**config.mk**
```make
export PLATFORM = sky130hd
export DESIGN_NAME = g2dp_exp2
export DESIGN_NICKNAME = d
export VERILOG_FILES = /design/src/rtl/g2dp_pkg.sv /design/src/rtl/g2dp_exp2.sv
export SDC_FILE = /design/constraint.sdc
export NUM_CORES = 1
export LEC_CHECK = 0
export BUFFER_PORTS_ARGS = -buffer_cell sky130_fd_sc_hd__buf_2
export CORE_UTILIZATION = 52
export DETAILED_ROUTE_END_ITERATION = 8
export HOLD_SLACK_MARGIN = 0.05
export PLACE_DENSITY_LB_ADDON = 0.1
export SYNTH_ARGS = -nofsm -noshare
export SYNTH_HDL_FRONTEND = slang
export SYNTH_SLANG_ARGS = --single-unit
```
**constraint.sdc**
```tcl
create_clock -name clk -period 6.59 [get_ports clk]
set_clock_uncertainty 0.15 [all_clocks]
set_input_delay 0.3295 -clock clk [delete_from_list [all_inputs] [get_ports clk]]
set_output_delay 0.3295 -clock clk [all_outputs]
set_load 0.1 [all_outputs]
```
**src/rtl/g2dp_pkg.sv**
```systemverilog
// Shared types and constants for the 2D Gaussian potential pipeline.
// Holds the base-2 exponent table, built at elaboration time by an integer series.
// No dependencies.
package g2dp_pkg;

  // Configuration register indexes
  localparam logic [2:0] REG_PEAK_HEIGHT = 3'd0;
  localparam logic [2:0] REG_CENTER_X    = 3'd1;
  localparam logic [2:0] REG_CENTER_Y    = 3'd2;
  localparam logic [2:0] REG_COEF_X      = 3'd3;
  localparam logic [2:0] REG_COEF_Y      = 3'd4;

  localparam int EXP_TABLE_DEPTH = 64;
  localparam int IDX_W  = $clog2(EXP_TABLE_DEPTH);
  localparam int ROM_W  = $clog2(EXP_TABLE_DEPTH + 1);
  localparam int PROD_W = 16 + IDX_W;

  localparam int E16_W = 20;  // exponent below saturation, Q.16
  localparam int T_W   = 21;  // base-2 exponent, Q.16
  localparam int N_W   = 5;   // integer part of the base-2 exponent
  localparam int M_W   = 17;  // mantissa, Q.16, at most 1.0

  localparam logic [15:0] LOG2E_Q15 = 16'd47274;
  localparam longint unsigned LN2_Q30 = 64'd744261118;
  localparam int SERIES_TERMS = 20;

  typedef logic [M_W-1:0] exp_rom_t [0:EXP_TABLE_DEPTH];

  typedef struct packed {
    logic             last;
    logic             sat;
    logic [E16_W-1:0] e16;
  } exp_req_t;

  typedef struct packed {
    logic           last;
    logic           sat;
    logic [N_W-1:0] n;
    logic [M_W-1:0] m;
  } exp_rsp_t;

  // Unsigned long division by shift and subtract, quotient truncated
  function automatic longint unsigned udiv_u64(longint unsigned num, longint unsigned den);
    longint unsigned quo;
    longint unsigned rem;
    quo = 64'd0;
    rem = 64'd0;
    for (int b = 63; b >= 0; b--) begin
      rem = {rem[62:0], num[b]};
      if (rem >= den) begin
        rem    = rem - den;
        quo[b] = 1'b1;
      end
    end
    return quo;
  endfunction

  // round(exp(-z) * 2^16) for z in Q.30 by a truncated Taylor series
  function automatic logic [M_W-1:0] exp_neg_q16(longint unsigned z);
    longint unsigned pos;
    longint unsigned neg;
    longint unsigned term;
    longint unsigned res;
    pos  = 64'd1 << 30;
    neg  = 64'd0;
    term = 64'd1 << 30;
    for (int n = 1; n <= SERIES_TERMS; n++) begin
      term = udiv_u64((term * z) >> 30, 64'(n));
      if (n % 2 == 1) begin
        neg = neg + term;
      end else begin
        pos = pos + term;
      end
    end
    res = ((pos - neg) + (64'd1 << 13)) >> 14;
    return res[M_W-1:0];
  endfunction

  function automatic exp_rom_t build_exp_rom();
    exp_rom_t        rom;
    longint unsigned z;
    for (int k = 0; k <= EXP_TABLE_DEPTH; k++) begin
      z = (longint'(k) * LN2_Q30) / EXP_TABLE_DEPTH;
      rom[k] = exp_neg_q16(z);
    end
    return rom;
  endfunction

  localparam exp_rom_t EXP_ROM = build_exp_rom();

endpackage

```
**src/rtl/g2dp_exp2.sv**
```systemverilog
// Four-stage evaluator of 2^-t: log2(e) scaling, table lookup and linear interpolation.
// Depends on g2dp_pkg for the exponent table and the request/response structs.
module g2dp_exp2
  import g2dp_pkg::*;
(
  input  logic     clk,
  input  logic     rst,
  input  logic     in_valid,
  output logic     in_ready,
  input  exp_req_t in_req,
  output logic     out_valid,
  input  logic     out_ready,
  output exp_rsp_t out_rsp
);

  // Stage A: base-2 exponent t = e16 * log2(e)
  logic           vld_a, rdy_a;
  logic [T_W-1:0] t_a;
  logic           sat_a, last_a;
  // Stage B: table lookup
  logic           vld_b, rdy_b;
  logic [M_W-1:0] hi_b, diff_b;
  logic [15:0]    r_b;
  logic [N_W-1:0] n_b;
  logic           sat_b, last_b;
  // Stage C: slope times fraction
  logic           vld_c, rdy_c;
  logic [M_W-1:0] hi_c;
  logic [M_W+15:0] dr_c;
  logic [N_W-1:0] n_c;
  logic           sat_c, last_c;
  // Stage D: interpolated mantissa
  logic           vld_d, rdy_d;
  exp_rsp_t       rsp_d;

  logic [35:0]       t_full;
  logic [PROD_W-1:0] p_b;
  logic [IDX_W-1:0]  i_b;
  logic [ROM_W-1:0]  idx0, idx1;
  logic [M_W-1:0]    rom_lo;
  logic [M_W-1:0]    rom_hi;

  assign rdy_d    = !vld_d || out_ready;
  assign rdy_c    = !vld_c || rdy_d;
  assign rdy_b    = !vld_b || rdy_c;
  assign rdy_a    = !vld_a || rdy_b;
  assign in_ready = rdy_a;

  assign t_full = 36'(in_req.e16) * 36'(LOG2E_Q15);

  assign p_b    = PROD_W'(t_a[15:0]) * PROD_W'(EXP_TABLE_DEPTH);
  assign i_b    = p_b[PROD_W-1:16];
  assign idx0   = ROM_W'(i_b);
  assign idx1   = idx0 + ROM_W'(1);
  assign rom_hi = EXP_ROM[idx0];
  assign rom_lo = EXP_ROM[idx1];

  always_ff @(posedge clk) begin
    if (rst) begin
      vld_a <= 1'b0;
      vld_b <= 1'b0;
      vld_c <= 1'b0;
      vld_d <= 1'b0;
    end else begin
      if (rdy_a) vld_a <= in_valid;
      if (rdy_b) vld_b <= vld_a;
      if (rdy_c) vld_c <= vld_b;
      if (rdy_d) vld_d <= vld_c;
    end
  end

  always_ff @(posedge clk) begin
    if (rdy_a && in_valid) begin
      t_a    <= t_full[35:15];
      sat_a  <= in_req.sat;
      last_a <= in_req.last;
    end
    if (rdy_b && vld_a) begin
      hi_b   <= rom_hi;
      diff_b <= rom_hi - rom_lo;
      r_b    <= p_b[15:0];
      n_b    <= t_a[T_W-1:16];
      sat_b  <= sat_a;
      last_b <= last_a;
    end
    if (rdy_c && vld_b) begin
      hi_c   <= hi_b;
      dr_c   <= (M_W+16)'(diff_b) * (M_W+16)'(r_b);
      n_c    <= n_b;
      sat_c  <= sat_b;
      last_c <= last_b;
    end
    if (rdy_d && vld_c) begin
      rsp_d.m    <= hi_c - dr_c[M_W+15:16];
      rsp_d.n    <= n_c;
      rsp_d.sat  <= sat_c;
      rsp_d.last <= last_c;
    end
  end

  assign out_valid = vld_d;
  assign out_rsp   = rsp_d;

endmodule

```
Word level (Yosys, flattened, before mapping)
Memory sizes are Yosys's and may differ from the RTL's.
Index checks and enable logic that the tools add are counted.
Widths: inputs -> output; s select.
{"block": "totals", "input_bits": 26, "memories": 2, "word_cells": 49, "output_inout_bits": 26, "reg_bits": 159, "romBits": 4352}
{"block": "op_classes", "n_bitwise": 2, "reduce_logical": 12, "mux": 4, "add_sub_neg": 3, "n_lt_le_gt_ge": 2, "n_mul": 2}
{"name": "(name not given)", "depth": 128, "width": 17, "read_ports": 1, "rd_clocked_by_memory_dff": 0, "wr": 0, "line_no": "g2dp_exp2.sv:56", "rtl": "assign rom_lo = EXP_ROM[idx1];"}
{"name": "(name not given)", "depth": 128, "width": 17, "read_ports": 1, "rd_clocked_by_memory_dff": 0, "wr": 0, "line_no": "g2dp_exp2.sv:55", "rtl": "assign rom_hi = EXP_ROM[idx0];"}
{"operator": "$mux 17", "count": 4}
{"operator": "$mul 20x15->35 const B", "count": 1}
{"operator": "$sub 17x17->17", "count": 2}
{"operator": "$mul 17x10->27", "count": 1}
{"operator": "$ge 8x8->1 const B", "count": 2}
{"operator": "$not 6->8", "count": 1}
{"operator": "$not 7->8", "count": 1}
{"operator": "$add 6x1->7 const B", "count": 1}
{"operator": "$logic_and 1x1->1", "count": 4}
{"operator": "$logic_not 1->1", "count": 4}
{"operator": "$logic_or 1x1->1", "count": 4}

Depth between registers and ports, before layout
Gate-level depths: netlist (run 1).
{"block": "depth", "ltp_word": 6, "mapped_depth": 23, "mapped_depth_nobuf": 19}

Least setup slack after synthesis (run 1)
Ideal clock, no wire load.
{"block": "synth_path", "path_kind": "flip-flop to flip-flop", "from": "register r_b[7]", "to": "register dr_c[29], data pin", "t_arrival_ps": 5155, "setup_time_ps": 274, "stages_incl_launch_ff": 22, "required_time_ps": 6166, "setup_slack_ps": 1011, "period_less_slack_ps": 5579, "n_path_buf": 2, "path_cell_list": "edfxtp_1 > clkbuf_1 > clkbuf_1 > nand2_1 > fa_1 > inv_1 > fa_1 > inv_1 > fa_1 > inv_1 > fa_1 > inv_1 > fa_1 > inv_1 > ha_1 > nand3_1 > o22ai_1 > a32oi_1 > a211oi_2 > nor2_1 > o41ai_1 > xor2_1"}
{"block": "synth_via", "elab_chain_len": 1}
{"item": "start: declaration", "line_no": "g2dp_exp2.sv:23", "rtl": "logic [15:0] r_b;"}
{"item": "start signal: assignment", "line_no": "g2dp_exp2.sv:81", "rtl": "r_b <= p_b[15:0];"}
{"item": "$mul 17x10->27", "line_no": "g2dp_exp2.sv:88", "rtl": "dr_c <= (M_W+16)'(diff_b) * (M_W+16)'(r_b);"}
{"item": "end signal: assignment", "line_no": "g2dp_exp2.sv:88"}
{"item": "end: declaration", "line_no": "g2dp_exp2.sv:29", "rtl": "logic [M_W+15:0] dr_c;"}
Every way passes these cells.
A chain may end at the register's enable or synchronous reset.

Worst setup path in the final report (run 1)
{"block": "layout_path", "from": "register r_b[9]", "to": "register dr_c[31], data pin"}
The elaborated chain is that of the path after synthesis.

==> results of run 1 <==
layout make-up:
type	count	area, um^2
clock buffer	18	429
multi-input combinational	1514	13600
tap	468	586
clock inverter	14	150
inverter	325	1220
sequential	143	4250
timing repair buffer	81	490
fill	3245	16000
routing by layer:
metal	share of wire	track usage	vias up
met2	0.46	0.403	533
met1	0.46	0.370	7322
li1	-	-	7092
met4	0.025	0.0732	0
met3	0.060	0.0363	85
met5	0	0	-
metrics by stage:
stage | setup WS (ns) | hold WS [ns] | util | cell area [um^2]
2_1_floorplan | 1.01 | 0.249 | - | 19500
3_3_place_gp | 0.731 | 0.251 | 0.548 | 20100
3_5_place_dp | 0.556 | 0.255 | 0.548 | 20100
4_1_cts | 0.545 | 0.102 | 0.564 | 20700
5_1_grt | 0.190 | 0.120 | 0.564 | 20700
6_report | 0.576 | 0.113 | 0.564 | 20700
placed cells by master (no fill, tap or decap), types with 9 or more instances in the layout:
cell       Yosys  routed
fa_1         212     212
inv_1        322     322
edfxtp_1     139     139
nor2b_1       17      15
buf_2         19      51
o31ai_1        9       9
nor2_1       108     108
nand3_1       38      38
ha_1         260     259
nand4_1        9       9
o21a_1        13      13
a211oi_1      24      24
a31oi_1       15      15
and3_1        10      10
nor3_1        33      33
a21oi_1      138     137
nand2_1      194     194
xnor2_1       40      40
o211ai_1      24      24
o21ai_0       82      82
xor2_1        23      23
a21o_1        25      25
nand2b_1       9       9
and2_1        78      78
clkbuf_16      0      17
buf_4          2      26
state kept, by name, summed over array words and instances, names as in the netlist, 5 cells and up:
| register | flops |
|---|---|
| dr_c | 17 |
| hi_b | 17 |
| t_a | 21 |
| out_rsp | 24 |
| n_c | 5 |
| r_b | 10 |
| hi_c | 17 |
| diff_b | 17 |
| n_b | 5 |
final timing paths:
kind         depth (start not counted)                      to
min reg2reg                          0       r_b[10]$_DFFE_PP_
max reg2reg                         19      dr_c[31]$_DFFE_PP_
max                                 19      dr_c[31]$_DFFE_PP_
min                                  4  out_valid$_SDFFE_PP0P_
worst max-delay path: stages, from the launching register on:
cell and delay [ns]:
edfxtp_1 0.72, nand2_1 0.14, fa_1 0.49, inv_1 0.05
fa_1 0.50, inv_1 0.06, fa_1 0.53, inv_1 0.05
fa_1 0.47, inv_1 0.05, fa_1 0.47, inv_1 0.05
ha_1 0.29, a21oi_1 0.16, o22ai_1 0.11, a211oi_1 0.49
o21ai_0 0.40, a21oi_1 0.33, o21bai_1 0.11, xor2_1 0.15
cell families (layout without fill, tap and decap cells):
logic type      Yosys count  after routing  synth area share
compound gates          438            438             0.145
xor+xnor                 67             67            0.0323
buf+inv                 426            438            0.0849
flops                   143            143             0.219
simple gates            526            526             0.127
mux                      11             11           0.00701
fa+ha+maj               472            472             0.385
==> summary.txt, run 1 <==
Synthesis
  – Syn_area_per_cell: 9.34 um^2
  – Synth Flop Type: edfxtp_1
  – Area leader, netlist: fa_1
  – Mapped Nets: 2,581
  – Area contributors post-synth: fa_1 22%, edfxtp_1 21%, ha_1 17%
  – Post-synth top cells: 322 x inv_1, 260 x ha_1, 212 x fa_1
  – #FFs+latches synth: 143
  – Syn Inst Count: 2,083
  – Ys Warns: 0
  – Number of synthesized flops with an enable pin: 139
  – Synth unique cells: 73
  – Share of flip-flops with an asynchronous set or reset: 0
  – Most common cell in the netlist: inv_1
  – Area fraction of the dominant cell type after synthesis: 0.218
  – Post-synthesis sequential area ratio: 0.219
  – Synthesized cell area: 19,500 um^2

Worst setup path
  – Crit end category: register
  – FF-to-FF setup slack: 0.58 ns
  – Setup crit start kind: register
  – Critical path class: register to register
  – R2r startpoint: r_b[9]$_DFFE_PP_
  – CP required: 6.61 ns
  – Crit Path Max Fanout: 17
  – Worst setup path start: r_b[9]$_DFFE_PP_
  – Crit path DAT: 6.03 ns

CTS
  – CTS Buf Count: 17
  – H-tree depth: 4
  – CTS tree: done
  – Clock transition time at the flip-flop clock pins of the worst setup and hold paths: 0.07 ns
  – Post-CTS sizing: 0
  – Postcts setup bufs: 0
  – Clock root cell: clkbuf_16
  – Clock Latency Late Sink: 0.43 ns
  – Clk buf depth: 2
  – Sink Count: 143
  – CTS Hold Bufs: 4

Drt
  – Drt pass-1 iters: 6
  – Via/cell ratio: 5.87
  – DRC: 0
  – Detail Route Antenna Nets: 0
  – WL per Instance: 18.6 um
  – 1st-iter DRT viols: 1,340
  – WL final: 47,800 um
  – DR vias: 15,032

STA
  – Slew Limit Fails: 0
  – RSZ-0062 raised after global routing: false
  – Final min period: 6.01 ns
  – Slew headroom: 0.390
  – Hold Fails Final Rpt: 0
  – Setup Viol. Count Final: 0
  – Worst slew pin tran: 0.910 ns
  – Crit share post-route: 0.913
  – Max Clock Freq: 166 MHz
  – Setup TNS: 0 ns

Floorplanning
  – Initial Utilization: 0.530
  – I/O pin count: 52
  – Core area: 36,700 um^2
  – Die W: 195 um
  – Die height: 195 um
  – # rows: 70
  – Die area: 38,200 um^2

Final layout
  – Area grow syn2layout: 6.42%
  – Share of cells above drive strength 1: 0.0640
  – N_diodes: 0
  – Nets: 2,580
  – Fin cells: 2,563

GRT
  – Largest net degree at the start of global routing: 65
  – Vias in the first global route: 14,586
  – First-pass GRT wire length: 77,400 um
  – Antenna violations before repair: 0
  – Global Route Usage Sum: 0.257
  – Gr ovfl total: 0

Place
  – Port bufs: 51
  – Final Wtd Congestion: 0.919
  – Placed cell count: 2,527
  – Final HPWL DP: 38,000 um

Worst hold path
  – HP Class: input pin to register
  – Hold Crit Start: out_ready

Outcome
  – Status: finished, final reports clean

Job
  – Max cap viols: 0
Power of run 1 is left out: the tool's default activity adds up to more than one toggle a clock period on the data nets, which glitch-free logic cannot reach.
==> run 2: changes to the inputs <==
--- a/config.mk
+++ b/config.mk
@@ -5,7 +5,8 @@
 export SDC_FILE = /design/constraint.sdc
 export NUM_CORES = 1
 export LEC_CHECK = 0
-export BUFFER_PORTS_ARGS = -buffer_cell sky130_fd_sc_hd__buf_2
+export BUFFER_PORTS_ARGS = -buffer_cell sky130_fd_sc_hd__buf_4
+export CORE_ASPECT_RATIO = 1.1
 export CORE_UTILIZATION = 52
 export DETAILED_ROUTE_END_ITERATION = 8
 export HOLD_SLACK_MARGIN = 0.05
==> summary.txt, run 2 (same netlist as run 1, synthesis figures left out) <==
Floorplanning
  – Die height: 205 um (+4.8%)
  – Die area: 38,200 um^2 (unchanged)
  – Die W: 186 um (-4.6%)
  – Initial Utilization: 0.533 (+0.00236)
  – Core area: 36,500 um^2 (-0.44%)
  – # rows: 73 (+4.3%)
  – I/O pin count: 52 (unchanged)

Place
  – Pre-CTS setup slack: 0.657 ns (+0.101 ns)
  – Final Wtd Congestion: 0.927 (+0.80%)
  – Placed cell count: 2,547 (+0.79%)
  – Port bufs: 51 (unchanged)
  – Final HPWL DP: 37,800 um (-0.30%)

Worst hold path
  – Hold path endpoint: out_valid$_SDFFE_PP0P_
  – Hold Crit Depth: 4 (unchanged)
  – Hold Crit Start: out_ready
  – HP Class: input pin to register

STA
  – Setup TNS: 0 ns (unchanged)
  – Worst slew pin tran: 0.911 ns (+0.000115 ns)
  – Hold Slack: 0.114 ns (+0.000703 ns)
  – Max Clock Freq: 168 MHz (+0.84%)
  – Crit share post-route: 0.905 (-0.00760)
  – RSZ-0062 raised after global routing: false
  – Hold Fails Final Rpt: 0 (unchanged)
  – Slew Limit Fails: 0 (unchanged)
  – Slew headroom: 0.388 (-0.00228)
  – Final min period: 5.96 ns (-0.0501 ns)
  – Setup Viol. Count Final: 0 (unchanged)
  – Final WS setup: 0.626 ns (+0.0501 ns)

GRT
  – Largest net degree at the start of global routing: 78 (+20%)
  – Gr ovfl total: 0 (unchanged)
  – First-pass GRT wire length: 77,700 um (+0.45%)
  – Antenna violations before repair: 0 (unchanged)
  – Global Route Usage Sum: 0.257 (about the same)
  – Vias in the first global route: 14,768 (+1.2%)

Worst setup path
  – Crit end category: register
  – Cells on worst reg2reg path: 19 (unchanged)
  – Setup crit start kind: register
  – CP required: 6.61 ns (about the same)
  – Slowest-stage cell, CP: edfxtp_1
  – Reg-to-Reg End: dr_c[32]$_DFFE_PP_
  – R2r startpoint: r_b[9]$_DFFE_PP_
  – Critical path cell sequence: nand2_1 > fa_1 > inv_1 > fa_1 > inv_1 > fa_1 > inv_1 > fa_1 > inv_1 > fa_1 > inv_1 > ha_1 > a21oi_1 > o22ai_1 > a211oi_1 > o21ai_0 > a21oi_1 > a21oi_1 > xnor2_1
  – Crit Path Max Fanout: 17 (unchanged)
  – Critical path class: register to register
  – FF-to-FF setup slack: 0.63 ns (+0.05 ns)
  – CP peak stage delay: 0.71 ns (about the same)
  – Crit path DAT: 5.99 ns (-0.04 ns)

Drt
  – WL final: 47,900 um (+0.26%)
  – 1st-iter DRT viols: 1,072 (-20%)
  – Detail Route Antenna Nets: 0 (unchanged)
  – DR vias: 14,867 (-1.1%)
  – Via/cell ratio: 5.76 (-1.9%)
  – Drt pass-1 iters: 5 (-1)
  – DRC: 0 (unchanged)
  – WL per Instance: 18.5 um (-0.52%)

Final layout
  – Largest register FFs: 24 (unchanged)
  – Register area: 4250 um^2 (unchanged)
  – Nets: 2,581 (+0.039%)
  – Commonest non-fill, non-tap cell in the layout: inv_1
  – Fin cells: 2,583 (+0.78%)
  – Multi-input logic area: 13,600 um^2 (unchanged)
  – Filler cells: 3,223 (-0.68%)
  – Area grow syn2layout: 7.45%
  – Most frequent cells in the layout: 322 x inv_1, 259 x ha_1, 212 x fa_1, 194 x nand2_1, 139 x edfxtp_1
  – N_diodes: 0 (unchanged)
  – Share of cells above drive strength 1: 0.0649 (+0.000924)

CTS
  – Clock root cell: clkbuf_16
  – Sink Count: 143 (unchanged)
  – H-tree depth: 4 (unchanged)
  – CTS tree: done
  – CTS Buf Count: 17 (unchanged)
  – Clock transition time at the flip-flop clock pins of the worst setup and hold paths: 0.06 ns (about the same)
  – Clock Latency Late Sink: 0.42 ns (about the same)
  – Clk buf depth: 2 (unchanged)

Job
  – Max cap viols: 0 (unchanged)

Outcome
  – Status: finished, final reports clean
==> run 2: changes by cell type in the layout (fill, tap and decap cells not counted), sizes merged <==
cell / previous run / this run
clkbuf: 18 / 17
inv: 332 / 331
clkinv: 4 / 5
bufinv: 1 / 2
buf: 77 / 78
==> run 2: worst max-delay path, delay by kind of cell, from the launching register on <==
kind                     cells  cell delay (ns)
AO/OA/AOI/OAI                6             1.58
XOR/XNOR                     1             0.14
flip-flops                   1             0.71
adder cells (fa/ha/maj)      6             2.75
AND/OR/NAND/NOR              1             0.14
buffers and inverters        5             0.25
==> run 2: worst max path at each step <==
stage	cells after the start	start	slack, ns	end
floorplan	21	r_b[7]$_DFFE_PP_	1.01	dr_c[29]$_DFFE_PP_
global placement	19	r_b[9]$_DFFE_PP_	0.75	dr_c[31]$_DFFE_PP_
detailed placement	19	r_b[9]$_DFFE_PP_	0.66	dr_c[32]$_DFFE_PP_
CTS	19	r_b[9]$_DFFE_PP_	0.66	dr_c[32]$_DFFE_PP_
global route	19	r_b[9]$_DFFE_PP_	0.35	dr_c[32]$_DFFE_PP_
finish	19	r_b[9]$_DFFE_PP_	0.63	dr_c[32]$_DFFE_PP_
==> run 2: what timing repair did <==
| action | in CTS | in global routing |
|---|---|---|
| hold buffers | 4 | 0 |
| resized for setup | 0 | 0 |
| setup buffers | 0 | 0 |
| endpoints found under the hold margin | 6 | 0 |
==> run 2: per-stage QoR <==
step / utilization / cell area (um^2)
final: 0.572 / 20900
after global placement: 0.554 / 20300
after global routing: 0.572 / 20900
after detailed placement: 0.554 / 20300
after floorplan: - / 19500
after CTS: 0.572 / 20900
==> run 2: final cells by class <==
type / instances / share of cell area
multi-input cells: 1514 / 0.650
repair buffers: 82 / 0.0299
well taps: 487 / 0.0291
flip-flops and latches: 143 / 0.203
clock buffers: 17 / 0.0203
clock inverters: 15 / 0.00933
inverters: 325 / 0.0583
==> run 2: metal layers <==
metal,part of all wire,track usage,vias to the layer above,routed length (um)
met5,0,0,-,0
met4,0.023,0.0770,0,1080
met3,0.047,0.0334,72,2250
met2,0.48,0.429,451,22800
met1,0.45,0.349,7255,21800
li1,-,-,7089,-
Power of run 2 is left out for the same reason.
==> run 3: changes to the inputs <==
--- a/config.mk
+++ b/config.mk
@@ -5,12 +5,12 @@
 export SDC_FILE = /design/constraint.sdc
 export NUM_CORES = 1
 export LEC_CHECK = 0
-export BUFFER_PORTS_ARGS = -buffer_cell sky130_fd_sc_hd__buf_4
 export CORE_ASPECT_RATIO = 1.1
 export CORE_UTILIZATION = 52
 export DETAILED_ROUTE_END_ITERATION = 8
+export DONT_BUFFER_PORTS = 1
 export HOLD_SLACK_MARGIN = 0.05
-export PLACE_DENSITY_LB_ADDON = 0.1
+export PLACE_DENSITY = 0.73
 export SYNTH_ARGS = -nofsm -noshare
 export SYNTH_HDL_FRONTEND = slang
 export SYNTH_SLANG_ARGS = --single-unit
==> summary.txt, run 3 (same netlist as run 1, synthesis figures left out) <==
Drt
  – Via/cell ratio: 5.97 (+3.8%)
  – Top layer in use: met5
  – 1st-iter DRT viols: 1,442 (+35%)
  – DR vias: 15,126 (+1.7%)
  – WL final: 47,700 um (-0.51%)
  – Metal-1 WL: 19,500 um (-11%)
  – WL per Instance: 18.8 um (+1.5%)
  – Metal2 WL: 23,200 um (+1.8%)
  – DR WL met3: 3220 um (+43%)
  – Drt pass-1 iters: 5 (unchanged)
  – DRC: 0 (unchanged)
  – Detail Route Antenna Nets: 0 (unchanged)

CTS
  – Sink Count: 143 (unchanged)
  – Clk buf depth: 2 (unchanged)
  – Post-CTS sizing: 0 (unchanged)
  – Clock transition time at the flip-flop clock pins of the worst setup and hold paths: 0.06 ns (about the same)
  – Postcts setup bufs: 0 (unchanged)
  – Clock root cell: clkbuf_16
  – H-tree depth: 4 (unchanged)
  – CTS Hold Bufs: 5 (+1)
  – CTS Buf Count: 17 (unchanged)
  – Clock Latency Late Sink: 0.42 ns (about the same)
  – CTS tree: done

Final layout
  – Multi-input logic area: 13,600 um^2 (unchanged)
  – Most frequent cells in the layout: 322 x inv_1, 259 x ha_1, 212 x fa_1, 194 x nand2_1, 139 x edfxtp_1
  – Nets: 2,530 (-2.0%)
  – Register area: 4250 um^2 (unchanged)
  – Filler cells: 3,188 (-1.1%)
  – N_diodes: 0 (unchanged)
  – Area grow syn2layout: 5.85%
  – Share of cells above drive strength 1: 0.0411 (-0.0238)
  – Largest register FFs: 24 (unchanged)
  – Commonest non-fill, non-tap cell in the layout: inv_1

Floorplanning
  – Die area: 38,200 um^2 (unchanged)
  – Die height: 205 um (unchanged)
  – Core area: 36,500 um^2 (unchanged)
  – Initial Utilization: 0.533 (unchanged)
  – Die W: 186 um (unchanged)
  – # rows: 73 (unchanged)
  – I/O pin count: 52 (unchanged)

Worst hold path
  – HP Class: register to register

STA
  – Crit share post-route: 0.914 (+0.00863)
  – Slew headroom: 0.342 (-0.0460)
  – Worst slew pin tran: 0.989 ns (+0.0789 ns)
  – Max Clock Freq: 166 MHz (-0.94%)
  – RSZ-0062 raised after global routing: false
  – Setup Viol. Count Final: 0 (unchanged)
  – Setup TNS: 0 ns (unchanged)
  – Final min period: 6.02 ns (+0.0568 ns)
  – Hold Fails Final Rpt: 0 (unchanged)
  – Slew Limit Fails: 0 (unchanged)

GRT
  – Vias in the first global route: 15,285 (+3.5%)
  – First-pass GRT wire length: 78,500 um (+0.95%)
  – Antenna violations before repair: 1 (+1)
  – Gr ovfl total: 0 (unchanged)
  – Global Route Usage Sum: 0.257 (+0.000585)
  – Largest net degree at the start of global routing: 65 (-17%)

Place
  – Final Wtd Congestion: 0.923 (-0.46%)
  – Port bufs: 0 (-100%)
  – Final HPWL DP: 37,200 um (-1.7%)

Worst setup path
  – Crit Path Max Fanout: 17 (unchanged)
  – Setup crit start kind: register
  – Crit end category: register
  – Critical path cell sequence: nand2_1 > fa_1 > inv_1 > fa_1 > inv_1 > fa_1 > inv_1 > fa_1 > inv_1 > fa_1 > inv_1 > ha_1 > nand3_1 > o22ai_1 > a211oi_1 > o21ai_0 > a21oi_1 > a21oi_1 > xnor2_1
  – CP peak stage delay: 0.72 ns (about the same)
  – Slowest-stage cell, CP: edfxtp_1
  – Crit path DAT: 6.05 ns (+0.06 ns)
  – Critical path class: register to register
  – CP required: 6.61 ns (about the same)

Job
  – Max cap viols: 0 (unchanged)

Outcome
  – Status: finished, final reports clean
-- run 3: cell types whose count changed in the layout (fill, tap and decap cells not counted) --
cell	previous run	this run
buf_4	78	26
bufinv_16	2	6
clkbuf_8	0	1
clkinv_8	2	0
clkinvlp_4	2	1
dlygate4sd3_1	4	5
inv_6	2	3
inv_8	5	2
-- run 3: area by class of cell --
| type | count | area share |
|---|---|---|
| multi-input combinational | 1514 | 0.659 |
| sequential | 143 | 0.206 |
| inverter | 325 | 0.0592 |
| tap | 487 | 0.0296 |
| clock buffer | 18 | 0.0213 |
| clock inverter | 14 | 0.0121 |
| timing repair buffer | 31 | 0.0119 |
-- run 3: path summary, 6_finish.rpt --
check	start	endpoint	slack (ns)	cells after the start
setup reg to reg	r_b[8]$_DFFE_PP_	dr_c[32]$_DFFE_PP_	0.57	19
hold / removal	n_b[3]$_DFFE_PP_	n_c[3]$_DFFE_PP_	0.27	0
hold reg to reg	n_b[3]$_DFFE_PP_	n_c[3]$_DFFE_PP_	0.27	0
setup / recovery	r_b[8]$_DFFE_PP_	dr_c[32]$_DFFE_PP_	0.57	19
-- run 3: worst max-delay path, delay by kind of cell, from the launching register on --
family | cells | cell delay [ns]
AO/OA/AOI/OAI | 5 | 1.44
flip-flops | 1 | 0.72
AND/OR/NAND/NOR | 2 | 0.29
buffers and inverters | 5 | 0.24
XOR/XNOR | 1 | 0.14
adder cells (fa/ha/maj) | 6 | 2.79
-- run 3: per-layer routing --
| metal | track usage | vias up |
|---|---|---|
| met2 | 0.438 | 642 |
| met5 | 0 | - |
| met1 | 0.327 | 7391 |
| met3 | 0.0385 | 122 |
| met4 | 0.109 | 2 |
| li1 | - | 6969 |
-- run 3: through the flow --
step	instances	util	hold slack, ns	worst slack, ns	cell area, um^2
floorplan	2083	-	0.249	1.01	19500
global placement	2495	0.544	0.251	0.719	19900
detailed placement	2495	0.544	0.254	0.560	19900
CTS	2532	0.564	0.266	0.554	20600
global route	2532	0.564	0.270	0.173	20600
finish	2532	0.564	0.266	0.569	20600
Power of run 3 is left out for the same reason.
